**src/design/dbgh_pkg.sv**
```systemverilog
// Shared types and constants for the bounce gap histogram block.
package dbgh_pkg;
	localparam int unsigned RowW = 3;
	localparam int unsigned BitsW = 16;
	localparam int unsigned TimeW = 16;
	localparam int unsigned BinW = 3;
	localparam int unsigned CountW = 8;
	localparam int unsigned NeedW = 4;
	localparam logic [CountW-1:0] CountMax = 8'd255;

	typedef enum logic {
		CMD_SCAN = 1'b0,
		CMD_READ = 1'b1
	} cmd_t;

	typedef struct packed {
		cmd_t              command;
		logic [RowW-1:0]   row;
		logic [BitsW-1:0]  raw_bits;
		logic [BitsW-1:0]  cooked_bits;
		logic [TimeW-1:0]  now_ms;
		logic [BinW-1:0]   bin_index;
	} req_t;
endpackage

```
**src/design/debounce_bounce_gap_histogram.sv**
```systemverilog
// Top level of the key bounce gap histogram collector.
// A scan request walks the tracked columns once, each column taking a registered
// read of the per-key stores, then the raw and debounced update. A two-entry
// request queue lets the input side keep filling while the engine works, and the
// result register holds one answer for the consumer.
module debounce_bounce_gap_histogram #(
	parameter int unsigned ROWS = 8,
	parameter int unsigned COLS = 16,
	parameter int unsigned BUCKETS = 8
) (
	input  logic        clk,
	input  logic        arst_n,
	input  logic        s_tvalid,
	output logic        s_tready,
	input  logic [55:0] s_tdata, // command, row, raw_bits, cooked_bits, now_ms, bin_index
	output logic        m_tvalid,
	input  logic        m_tready,
	output logic [15:0] m_tdata  // bin_count, needed_debounce
);
	import dbgh_pkg::*;

	req_t in_req, q_req;
	logic q_valid, q_ready;
	logic [CountW-1:0] bin_count;
	logic [NeedW-1:0] needed_debounce;

	assign in_req.command = cmd_t'(s_tdata[0]);
	assign in_req.row = s_tdata[3:1];
	assign in_req.raw_bits = s_tdata[19:4];
	assign in_req.cooked_bits = s_tdata[35:20];
	assign in_req.now_ms = s_tdata[51:36];
	assign in_req.bin_index = s_tdata[54:52];
	assign m_tdata = {4'd0, needed_debounce, bin_count};

	dbgh_front u_front (
		.clk(clk), .arst_n(arst_n),
		.in_valid(s_tvalid), .in_ready(s_tready), .in_req(in_req),
		.q_valid(q_valid), .q_ready(q_ready), .q_req(q_req)
	);

	dbgh_engine #(.ROWS(ROWS), .COLS(COLS), .BUCKETS(BUCKETS)) u_engine (
		.clk(clk), .arst_n(arst_n),
		.q_valid(q_valid), .q_ready(q_ready), .q_req(q_req),
		.out_valid(m_tvalid), .out_ready(m_tready),
		.bin_count(bin_count), .needed_debounce(needed_debounce)
	);
endmodule

```
**src/design/dbgh_front.sv**
```systemverilog
// Request intake and two-entry queue toward the engine.
module dbgh_front (
	input  logic           clk,
	input  logic           arst_n,
	input  logic           in_valid,
	output logic           in_ready,
	input  dbgh_pkg::req_t in_req,
	output logic           q_valid,
	input  logic           q_ready,
	output dbgh_pkg::req_t q_req
);
	import dbgh_pkg::*;

	req_t mem_q [2];
	logic wp_q, rp_q;
	logic [1:0] cnt_q;
	logic push, pop;

	assign in_ready = cnt_q != 2'd2;
	assign q_valid = cnt_q != 2'd0;
	assign q_req = mem_q[rp_q];
	assign push = in_valid && in_ready;
	assign pop = q_valid && q_ready;

	always_ff @(posedge clk) begin
		if (push) mem_q[wp_q] <= in_req;
	end

	always_ff @(posedge clk or negedge arst_n) begin
		if (!arst_n) begin
			wp_q <= 1'b0;
			rp_q <= 1'b0;
			cnt_q <= 2'd0;
		end else begin
			if (push) wp_q <= ~wp_q;
			if (pop) rp_q <= ~rp_q;
			cnt_q <= cnt_q + {1'b0, push} - {1'b0, pop};
		end
	end
endmodule

```
**src/design/dbgh_engine.sv**
```systemverilog
// Column-serial scan engine, histogram and result register.
module dbgh_engine #(
	parameter int unsigned ROWS = 8,
	parameter int unsigned COLS = 16,
	parameter int unsigned BUCKETS = 8
) (
	input  logic                          clk,
	input  logic                          arst_n,
	input  logic                          q_valid,
	output logic                          q_ready,
	input  dbgh_pkg::req_t                q_req,
	output logic                          out_valid,
	input  logic                          out_ready,
	output logic [dbgh_pkg::CountW-1:0]   bin_count,
	output logic [dbgh_pkg::NeedW-1:0]    needed_debounce
);
	import dbgh_pkg::*;

	localparam int unsigned TCols = (COLS < 16) ? COLS : 16;
	localparam int unsigned ColW = (TCols > 1) ? $clog2(TCols) : 1;
	localparam int unsigned KeyW = (ROWS * COLS > 1) ? $clog2(ROWS * COLS) : 1;
	localparam int unsigned BktW = (BUCKETS > 1) ? $clog2(BUCKETS) : 1;
	localparam int unsigned RIdxW = (ROWS > 1) ? $clog2(ROWS) : 1;
	localparam int unsigned CCntW = $clog2(TCols + 1);
	localparam int unsigned HiW = $clog2(BUCKETS + 1);
	localparam logic [BitsW-1:0] Mask = BitsW'((17'd1 << TCols) - 17'd1);

	typedef enum logic [1:0] {
		ST_IDLE,
		ST_RAW,
		ST_FIN
	} state_t;

	state_t state_q;
	req_t req_q;
	logic [CCntW-1:0] col_q;
	logic phase_q;
	logic [RIdxW-1:0] ridx;
	logic [KeyW-1:0] key;
	logic [TimeW-1:0] ctime_q [ROWS*COLS];
	logic [CountW-1:0] gap_q [ROWS*COLS];
	logic [ROWS*COLS-1:0] gvld_q;
	logic [TimeW-1:0] ctime_rd_q;
	logic [CountW-1:0] gap_rd_q;
	logic [BitsW-1:0] praw_q [ROWS];
	logic [BitsW-1:0] pck_q [ROWS];
	logic [BitsW-1:0] open_q [ROWS];
	logic [BitsW-1:0] stab_q [ROWS];
	logic [CountW-1:0] hist_q [BUCKETS];
	logic [BitsW-1:0] rchg_q, kchg_q;
	logic [ColW-1:0] col;
	logic [TimeW-1:0] gap16;
	logic [CountW-1:0] gap_sat, gap_cur, gap_new;
	logic open_bit, open_nxt, wr_en;
	logic [CountW:0] need;
	logic [HiW-1:0] top, hi;
	logic [BitsW-1:0] stable, now_stab;
	logic [CountW-1:0] rd_cnt;
	logic row_ok;

	assign ridx = q_req.row[RIdxW-1:0];
	assign row_ok = {29'd0, req_q.row} < ROWS;
	assign col = col_q[ColW-1:0];
	assign key = KeyW'(req_q.row) * KeyW'(COLS) + KeyW'(col);
	assign gap16 = req_q.now_ms - ctime_rd_q;
	assign gap_sat = (gap16 > 16'd255) ? CountMax : gap16[CountW-1:0];
	assign gap_cur = gvld_q[key] ? gap_rd_q : '0;
	assign open_bit = open_q[req_q.row[RIdxW-1:0]][col];
	assign gap_new = !rchg_q[col] ? gap_cur
		: (!open_bit ? '0 : ((gap_sat > gap_cur) ? gap_sat : gap_cur));
	assign open_nxt = (open_bit | rchg_q[col]) & ~kchg_q[col];
	assign wr_en = (state_q == ST_RAW) && phase_q && rchg_q[col];
	assign need = {1'b0, gap_new} + 9'd1;
	assign top = (need < 9'(BUCKETS)) ? HiW'(need) : HiW'(BUCKETS);
	assign stable = ~(req_q.raw_bits ^ pck_q[req_q.row[RIdxW-1:0]]) & Mask;
	assign now_stab = open_q[req_q.row[RIdxW-1:0]] & stable;
	assign q_ready = (state_q == ST_IDLE) && !out_valid;
	assign rd_cnt = ({29'd0, q_req.bin_index} < BUCKETS) ? hist_q[q_req.bin_index[BktW-1:0]]
		: '0;

	always_comb begin
		hi = HiW'(1);
		for (int i = 0; i < BUCKETS; i++)
			if (hist_q[i] != '0) hi = HiW'(i + 1);
	end

	always_ff @(posedge clk) begin
		if (wr_en) begin
			ctime_q[key] <= req_q.now_ms;
			gap_q[key] <= gap_new;
		end
		ctime_rd_q <= ctime_q[key];
		gap_rd_q <= gap_q[key];
	end

	always_ff @(posedge clk or negedge arst_n) begin
		if (!arst_n) begin
			state_q <= ST_IDLE;
			out_valid <= 1'b0;
			bin_count <= '0;
			needed_debounce <= '0;
			col_q <= '0;
			phase_q <= 1'b0;
			rchg_q <= '0;
			kchg_q <= '0;
			req_q <= '0;
			gvld_q <= '0;
			for (int i = 0; i < ROWS; i++) begin
				praw_q[i] <= '0;
				pck_q[i] <= '0;
				open_q[i] <= '0;
				stab_q[i] <= '0;
			end
			for (int i = 0; i < BUCKETS; i++) hist_q[i] <= '0;
		end else begin
			if (out_valid && out_ready) out_valid <= 1'b0;
			unique case (state_q)
				ST_IDLE: begin
					if (q_valid && q_ready) begin
						req_q <= q_req;
						col_q <= '0;
						phase_q <= 1'b0;
						if (q_req.command == CMD_READ) begin
							bin_count <= rd_cnt;
							needed_debounce <= NeedW'(hi);
							out_valid <= 1'b1;
						end else if ({29'd0, q_req.row} < ROWS) begin
							rchg_q <= (praw_q[ridx] ^ q_req.raw_bits) & Mask;
							kchg_q <= (pck_q[ridx] ^ q_req.cooked_bits) & Mask;
							state_q <= ST_RAW;
						end else begin
							bin_count <= '0;
							needed_debounce <= NeedW'(hi);
							out_valid <= 1'b1;
						end
					end
				end
				ST_RAW: begin
					if (!phase_q) phase_q <= 1'b1;
					else begin
						phase_q <= 1'b0;
						open_q[req_q.row[RIdxW-1:0]][col] <= open_nxt;
						if (wr_en) gvld_q[key] <= 1'b1;
						if (kchg_q[col] && gap_new != '0)
							for (int t = 0; t < BUCKETS; t++)
								if (HiW'(t) < top && hist_q[t] != CountMax)
									hist_q[t] <= hist_q[t] + 1'b1;
						if (col_q == CCntW'(TCols - 1)) begin
							praw_q[req_q.row[RIdxW-1:0]] <= req_q.raw_bits;
							state_q <= ST_FIN;
						end else col_q <= col_q + 1'b1;
					end
				end
				ST_FIN: begin
					open_q[req_q.row[RIdxW-1:0]] <= open_q[req_q.row[RIdxW-1:0]]
						& ~(stab_q[req_q.row[RIdxW-1:0]] & now_stab);
					stab_q[req_q.row[RIdxW-1:0]] <= now_stab;
					pck_q[req_q.row[RIdxW-1:0]] <= req_q.cooked_bits;
					bin_count <= '0;
					needed_debounce <= NeedW'(hi);
					out_valid <= row_ok;
					state_q <= ST_IDLE;
				end
				default: state_q <= ST_IDLE;
			endcase
		end
	end
endmodule

```
**config.mk**
```make
export PLATFORM = sky130hd
export DESIGN_NAME = debounce_bounce_gap_histogram
export DESIGN_NICKNAME = d
export VERILOG_FILES = /design/src/design/dbgh_pkg.sv /design/src/design/debounce_bounce_gap_histogram.sv /design/src/design/dbgh_front.sv /design/src/design/dbgh_engine.sv
export SDC_FILE = /design/constraint.sdc
export NUM_CORES = 2
export LEC_CHECK = 0
export BUFFER_PORTS_ARGS = -buffer_cell sky130_fd_sc_hd__buf_2
export CAP_MARGIN = 25
export CORE_UTILIZATION = 41
export DETAILED_ROUTE_END_ITERATION = 8
export GPL_ROUTABILITY_DRIVEN = 0
export PLACE_DENSITY = 0.7
export SYNTH_ARGS = -nofsm -noshare
export SYNTH_HDL_FRONTEND = slang
export SYNTH_SLANG_ARGS = --single-unit
```
**constraint.sdc**
```tcl
create_clock -name clk -period 12.1 [get_ports clk]
set_clock_uncertainty 0.15 [all_clocks]
set_input_delay 2.42 -clock clk [delete_from_list [all_inputs] [get_ports clk]]
set_output_delay 2.42 -clock clk [all_outputs]
set_load 0.01 [all_outputs]
```
# Word-level counts from Yosys, hierarchy flattened
# Memories as Yosys holds them, arrays and structs flattened. A register that Yosys moved wholly into a read port is not among the register bits.
# Cells that the tools add are included.
[totals]
register_bits = 812
ramBits = 3182
input_bits = 60
output_inout_bits = 18
wordCells = 257
memories = 3
[op_classes]
addsub = 14
n_lt_le_gt_ge = 19
eq_ne = 18
muxes = 80
n_bitwise = 18
reduce_logical = 49
[memory_table]
columns = ["memory", "words", "width", "read_ports", "rd_ports_with_merged_regs", "write_ports", "line", "source"]
rows = [
  ["u_engine.ctime_q", 128, 16, 1, 1, 1, "dbgh_engine.sv:40", "logic [TimeW-1:0] ctime_q [ROWS*COLS];"],
  ["u_engine.gap_q", 128, 8, 1, 1, 1, "dbgh_engine.sv:41", "logic [CountW-1:0] gap_q [ROWS*COLS];"],
  ["u_front.mem_q", 2, 55, 1, 0, 1, "dbgh_front.sv:14", "req_t mem_q [2];"],
]
[op_table]
columns = ["op", "count"]
rows = [
  ["$bwmux 128", 5],
  ["$pmux 128 s2", 1],
  ["$bmux 16 s3", 5],
  ["$mux 16", 12],
  ["$mux 128", 1],
  ["$or 128x128->128", 1],
  ["$demux 16 s3", 2],
  ["$mux 8", 9],
  ["$add 8x1->8 const B", 8],
  ["$ne 8x8->1 const B", 8],
  ["$reduce_bool 8->1", 8],
  ["$and 16x16->16", 3],
  ["$xor 16x16->16", 3],
  ["$reduce_and 4->1", 10],
  ["$mux 4", 9],
  ["$not 16->16", 2],
  ["$bmux 8 s3", 1],
  ["$logic_and 1x1->1", 18],
  ["$gt 16x8->1 const B", 1],
  ["$lt 3x4->1 const A", 4],
  ["$pmux 8 s2", 1],
  ["$sub 16x16->16", 1],
  ["$mux 1", 15],
  ["$mux 5", 3],
  ["other kinds (38)", 67],
]

# Longest topological paths before layout
[logic_depth]
ltp_word = 14
ltp_mapped = 34

# By module
# From an unflattened synthesis, not the netlist that was laid out.
[unflattened]
hier_cells = 10421
hier_area_um2 = 158045.3
[by_module_without_submodules]
columns = ["mod", "instances", "cells_each", "area_each_um2"]
rows = [
  ["dbgh_engine", 1, 10228, 153678.6],
  ["dbgh_front", 1, 188, 4332.9],
  ["debounce_bounce_gap_histogram", 1, 5, 33.8],
]

# Least setup slack after synthesis
# OpenSTA, ideal clock, no wires.
[synth_path]
kind = "register to register"
start = "register u_engine.req_q[3] (netlist bit)"
end = "register u_engine.hist_q[41] (netlist bit)"
arrival_ps = 11508
required_time_ps = 11822
path_slack_ps = 315
stages_incl_launch_ff = 31
n_path_buf = 2
synth_period_minus_slack_ps = 11785
cell_sequence = "dfrtp_1 inv_1 ha_1 fa_1 nand2b_1 a21o_1 a211oi_1 a21o_1 o32ai_1 nor4_1 and2_0 clkbuf_1 nand2_1 ha_1 nor2b_1 o31ai_1 a21oi_1 o31ai_1 or2_1 clkbuf_1 nand3_1 a21oi_1 ha_1 inv_1 or3_1 o221ai_1 o22a_1 mux2i_4 o311ai_4 nor2_1 mux2_1"
[synth_via]
elab_chain_cells = 13
[synth_lines]
columns = ["item", "line", "source"]
rows = [
  ["start, declared", "dbgh_engine.sv:35", "req_t req_q;"],
  ["start signal, assigned", "dbgh_engine.sv:120", "req_q <= q_req;"],
  ["$sub 16x16->16 *", "dbgh_engine.sv:65", "assign gap16 = req_q.now_ms - ctime_rd_q;"],
  ["$gt 16x8->1", "dbgh_engine.sv:66", "assign gap_sat = (gap16 > 16'd255) ? CountMax : gap16[CountW-1:0];"],
  ["$mux 8 *", "dbgh_engine.sv:66", ""],
  ["$gt 8x8->1", "dbgh_engine.sv:70", ": (!open_bit ? '0 : ((gap_sat > gap_cur) ? gap_sat : gap_cur));"],
  ["$mux 8 * (2 in a row)", "dbgh_engine.sv:70", ""],
  ["$mux 8 *", "dbgh_engine.sv:69", "assign gap_new = !rchg_q[col] ? gap_cur"],
  ["via u_engine.gap_new[0]", "dbgh_engine.sv:53", "logic [CountW-1:0] gap_sat, gap_cur, gap_new;"],
  ["$add 8x1->9", "dbgh_engine.sv:73", "assign need = {1'b0, gap_new} + 9'd1;"],
  ["$lt 9x4->1", "dbgh_engine.sv:74", "assign top = (need < 9'(BUCKETS)) ? HiW'(need) : HiW'(BUCKETS);"],
  ["$mux 4", "dbgh_engine.sv:74", ""],
  ["$lt 2x4->1", "dbgh_engine.sv:146", "if (HiW'(t) < top && hist_q[t] != CountMax)"],
  ["$logic_and 1x1->1", "dbgh_engine.sv:146", ""],
  ["$reduce_and 4->1 (no line) *", "-", ""],
  ["end signal, assigned by index", "dbgh_engine.sv:147", "hist_q[t] <= hist_q[t] + 1'b1;"],
  ["end, declared", "dbgh_engine.sv:49", "logic [CountW-1:0] hist_q [BUCKETS];"],
]
# The timed path passes the listed nets; every way through them passes the cells marked *.
# A chain may end at the register's enable or synchronous reset.

# Final worst setup path
[layout_path]
start = "register u_engine.col_q[0]"
end = "register u_engine.hist_q[41] (netlist bit)"
[layout_via]
elab_chain_cells = 14
[layout_lines]
columns = ["item", "line", "source"]
rows = [
  ["start, declared", "dbgh_engine.sv:36", "logic [CCntW-1:0] col_q;"],
  ["start signal, assigned", "dbgh_engine.sv:151", "end else col_q <= col_q + 1'b1;"],
  ["$add 7x4->7", "dbgh_engine.sv:64", "assign key = KeyW'(req_q.row) * KeyW'(COLS) + KeyW'(col);"],
  ["$bmux 1 s7", "dbgh_engine.sv:67", "assign gap_cur = gvld_q[key] ? gap_rd_q : '0;"],
  ["$mux 1 (implied by the code)", "dbgh_engine.sv:67", ""],
  ["$mux 8", "dbgh_engine.sv:67", ""],
  ["$gt 8x8->1", "dbgh_engine.sv:70", ""],
  ["$mux 8 (2 in a row)", "dbgh_engine.sv:70", ""],
  ["$mux 8 *", "dbgh_engine.sv:69", ""],
  ["via u_engine.gap_new[0]", "dbgh_engine.sv:53", ""],
  ["$add 8x1->9", "dbgh_engine.sv:73", ""],
  ["$lt 9x4->1", "dbgh_engine.sv:74", ""],
  ["$mux 4", "dbgh_engine.sv:74", ""],
  ["$lt 2x4->1", "dbgh_engine.sv:146", ""],
  ["$logic_and 1x1->1", "dbgh_engine.sv:146", ""],
  ["$reduce_and 4->1 (no line) *", "-", ""],
]
# The timed path passes the listed nets; every way through them passes the cells marked *. The select of a mux whose other input is x is not followed.

==> results.md <==
* Clock sink count at 4,018
* Setup bufs post-CTS at 0
* Arr. time, crit path at 10.97 ns
* Post-cts resize count at 0
* Mapped Area at 0.157 sq mm
* Final slew viol count at 0
* Post-Syn Instances at 10,200
* Die width at 620 microns
* Nets@finish at 10,400
* Post-route setup slack at 1.79 ns
* Status: complete, but fails checks
* Fin crit share at 85.2%
* Cell variety after synth at 102
* Failing checks: DRC
* Initial antenna violation count at 30
* Slowest stage delay, CP at 1.01 ns
* Fin Setup TNS at 0 ns
* RR Startpoint: u_engine.col_q[0]
* Clk buf depth at 4
* Post-CTS Hold Buffers at 0
* Hold path start: u_engine.gvld_q[41]
* Gr usage total at 24.4%
* Relative max-transition margin at 15.0%
* Vias per inst at 6.41
* First-pass GRT wire length at 687 mm
* PD cells at 263 mW/mm^2
* Ys flop type: edfxtp_1
* Final Hold Viols at 0
* Root buffer cell: clkbuf_16
* Vias at 100,000
* # setup viols final at 0
* Drt drc at 17
* Syn. warnings at 0
* Clock transition at path regs at 0.07 ns
* Met1 Use GR at 31.6%
* WL final at 485 mm
* Tightest Pin Transition at 1.26 ns
* Crit path time final at 10.31 ns
* Vias in the first global route at 98,800
* Pin count of the biggest net entering global routing at 203
* #FFs+latches synth at 4,018
* Num rows at 226
* Avg Inst Size Synth at 15.3 sq um
* Post-Place Setup Slack at 2.29 ns
* DIE HEIGHT at 620 microns
* Met2 Track Usage GR at 37.7%
* Initial core utilization at 41.3%
* Reg-to-reg slack, setup at 1.79 ns
* Share of post-route cells with drive strength above 1 at 15.6%
* CP Launch Type: flop
* Kind of critical path: flop to flop
* Area delta synth->final at 12.9%
* Post-DP HPWL at 261 mm
* Worst EP required at 12.76 ns
* I/O Buffers at 72
* Worst Hold Class: flop to flop
* Met3 usage in global routing at 6.69%
* DRT Pass-1 Iters at 9
* CTS tree: done
* Synth async-reset ratio at 20.2%
* Gr busiest metal: met2
* Core Area at 0.380 sq mm
* FF-to-FF End: u_engine.hist_q[41]
* RSZ-0062 raised after global routing: false
* Critical path peak fanout at 57
* Sequential area share after synthesis at 74.2%
* Max cap viols at 0
* Fmax at 97.0 MHz
* WL/cell at 30.9 microns
* Number of synthesized flops with an enable pin at 3,182
* Static Leakage at 0.0609 uW
* R2R depth at 25
* Total CTS buffers at 393
* H-tree depth at 5
* Initial DRC Count at 16,100
* Grt ovf at 0
* Worst Setup End Kind: flop
* Sink of the worst hold path: u_engine.gvld_q[41]
* Peak supply drop at 0.000325 V
* Clk_lat worst skew at 1.00 ns
* Final ANT Viol Nets at 0
* Total of fill cells in the finished design at 31,600
* Slowest-stage cell, CP: dfrtp_4
* DIE AREA at 0.385 sq mm
* Hold path depth at 2
* # IOs at 78
==> per-layer routing <==
layer | up-vias | wire length [microns]
met3 | 1464 | 64600
met4 | 20 | 28000
met5 | - | 128
met1 | 50700 | 173000
li1 | 40600 | -
met2 | 7652 | 219000
==> cell usage after synthesis (19+ instances only) <==
master    instances  area, sq um
o211ai_1        111          833
or2_2           136          851
mux2i_1         218         2180
nor2_1          311         1170
inv_1            58          218
o21ai_0         506         2530
nand2_1         901         3380
o22ai_1          51          319
nand3_1          53          265
a22o_1          165         1450
mux4_2          125         2820
nor2b_1          20          125
a222oi_1         20          200
a31oi_1          44          275
dfxtp_1          24          480
a221oi_1        224         1960
ha_1             47          588
nand4_1         335         2100
nand2b_1         19          119
xnor2_1          63          552
buf_2            29          145
dfrtp_1         812        20300
buf_1           132          495
mux2_2          191         2150
edfxtp_1       3182        95600
nor3_1           24          120
nor4_1           26          163
clkbuf_1        529         1990
a221o_1          23          230
and3_1           32          200
xor2_1           54          473
a21oi_1         434         2170
a22oi_1        1120         8410
==> layout by cell type, fill, tap and decap left out, types with 163 or more instances in the layout <==
| cell type | n |
|---|---|
| a221oi_1 | 224 |
| nand4_1 | 335 |
| edfxtp_1 | 3182 |
| buf_4 | 288 |
| a22oi_1 | 1120 |
| a22o_1 | 165 |
| nor2_1 | 163 |
| mux2i_1 | 211 |
| clkbuf_16 | 399 |
| mux2_2 | 191 |
| nand2_1 | 889 |
| dfrtp_1 | 788 |
| o21ai_0 | 505 |
| a21oi_1 | 433 |
==> stage by stage <==
stage | utilization, % | power (uW) | hold WS (ns) | instance area, sq um | std cells
3_3_place_gp | 43.1 | 33400 | 0.293 | 164000 | 14900
2_1_floorplan | - | 27700 | 0.274 | 157000 | 10200
6_report | 46.6 | 46500 | 0.313 | 177000 | 15700
3_5_place_dp | 43.2 | 34000 | 0.297 | 164000 | 14900
5_1_grt | 46.6 | 47600 | 0.328 | 177000 | 15700
4_1_cts | 46.5 | 45900 | 0.311 | 177000 | 15600
==> worst max-delay path by stage <==
| stage | start | end | slack (ns) | cells past startpoint |
|---|---|---|---|---|
| 6_report | u_engine.col_q[0] | u_engine.hist_q[41] | 1.79 | 25 |
| 5_1_grt | u_engine.col_q[0] | u_engine.hist_q[49] | 1.62 | 25 |
| 4_1_cts | u_engine.col_q[0] | u_engine.hist_q[41] | 2.19 | 25 |
| 3_5_place_dp | u_engine.col_q[0] | u_engine.hist_q[41] | 2.29 | 25 |
| 3_3_place_gp | u_engine.col_q[0] | u_engine.hist_q[41] | 2.24 | 25 |
| 2_1_floorplan | u_engine.req_q[3] | u_engine.hist_q[41] | 0.31 | 30 |
==> power by group <==
group | switching [uW] | internal, uW | leakage (uW)
clock | 5250 | 6870 | 0.00619
combinational | 10800 | 3740 | 0.0149
sequential | 1180 | 18600 | 0.0398
==> state kept, by name, summed over array words and instances (netlist names), 2 cells and up <==
register,cells
u_engine.bin_count,8
u_engine.col_q,5
u_engine.ctime_q,2048
u_engine.ctime_rd_q,16
u_engine.gap_q,1024
u_engine.gap_rd_q,8
u_engine.gvld_q,128
u_engine.hist_q,64
u_engine.kchg_q,16
u_engine.needed_debounce,4
u_engine.open_q,128
u_engine.pck_q,128
u_engine.praw_q,128
u_engine.rchg_q,16
u_engine.req_q,51
u_engine.stab_q,128
u_engine.state_q,2
u_front.cnt_q,2
u_front.mem_q,110
==> kinds of logic (layout without fill, tap and decap cells) <==
family	Yosys count	in the layout	share of synthesized area [%]
compound gates	2819	2819	12.4
xor+xnor	118	118	0.664
fa+ha+maj	48	48	0.388
buf+inv	772	1178	1.94
flops	4018	4018	74.2
mux	545	545	4.65
other cells	1	12	0.00239
simple gates	1917	1917	5.73
==> critical path, delay by kind of cell (launching register included) <==
family,cells,cell delay [ns]
mux,2,0.43
compound gates,11,4.09
simple gates,8,2.73
fa+ha+maj,2,0.72
buf+inv,2,0.88
flops,1,1.01
==> final cells by class <==
type / count / area (sq um) / area share (%)
sequential: 4018 / 116000 / 65.8
multi-input combinational: 5451 / 38000 / 21.5
clock buffer: 524 / 10800 / 6.09
tap: 5016 / 6280 / 3.55
timing repair buffer: 399 / 3230 / 1.83
clock inverter: 191 / 1930 / 1.09
inverter: 64 / 250 / 0.141
antenna: 8 / 20.0 / 0.0113
(Power assumes the default switching activity.)
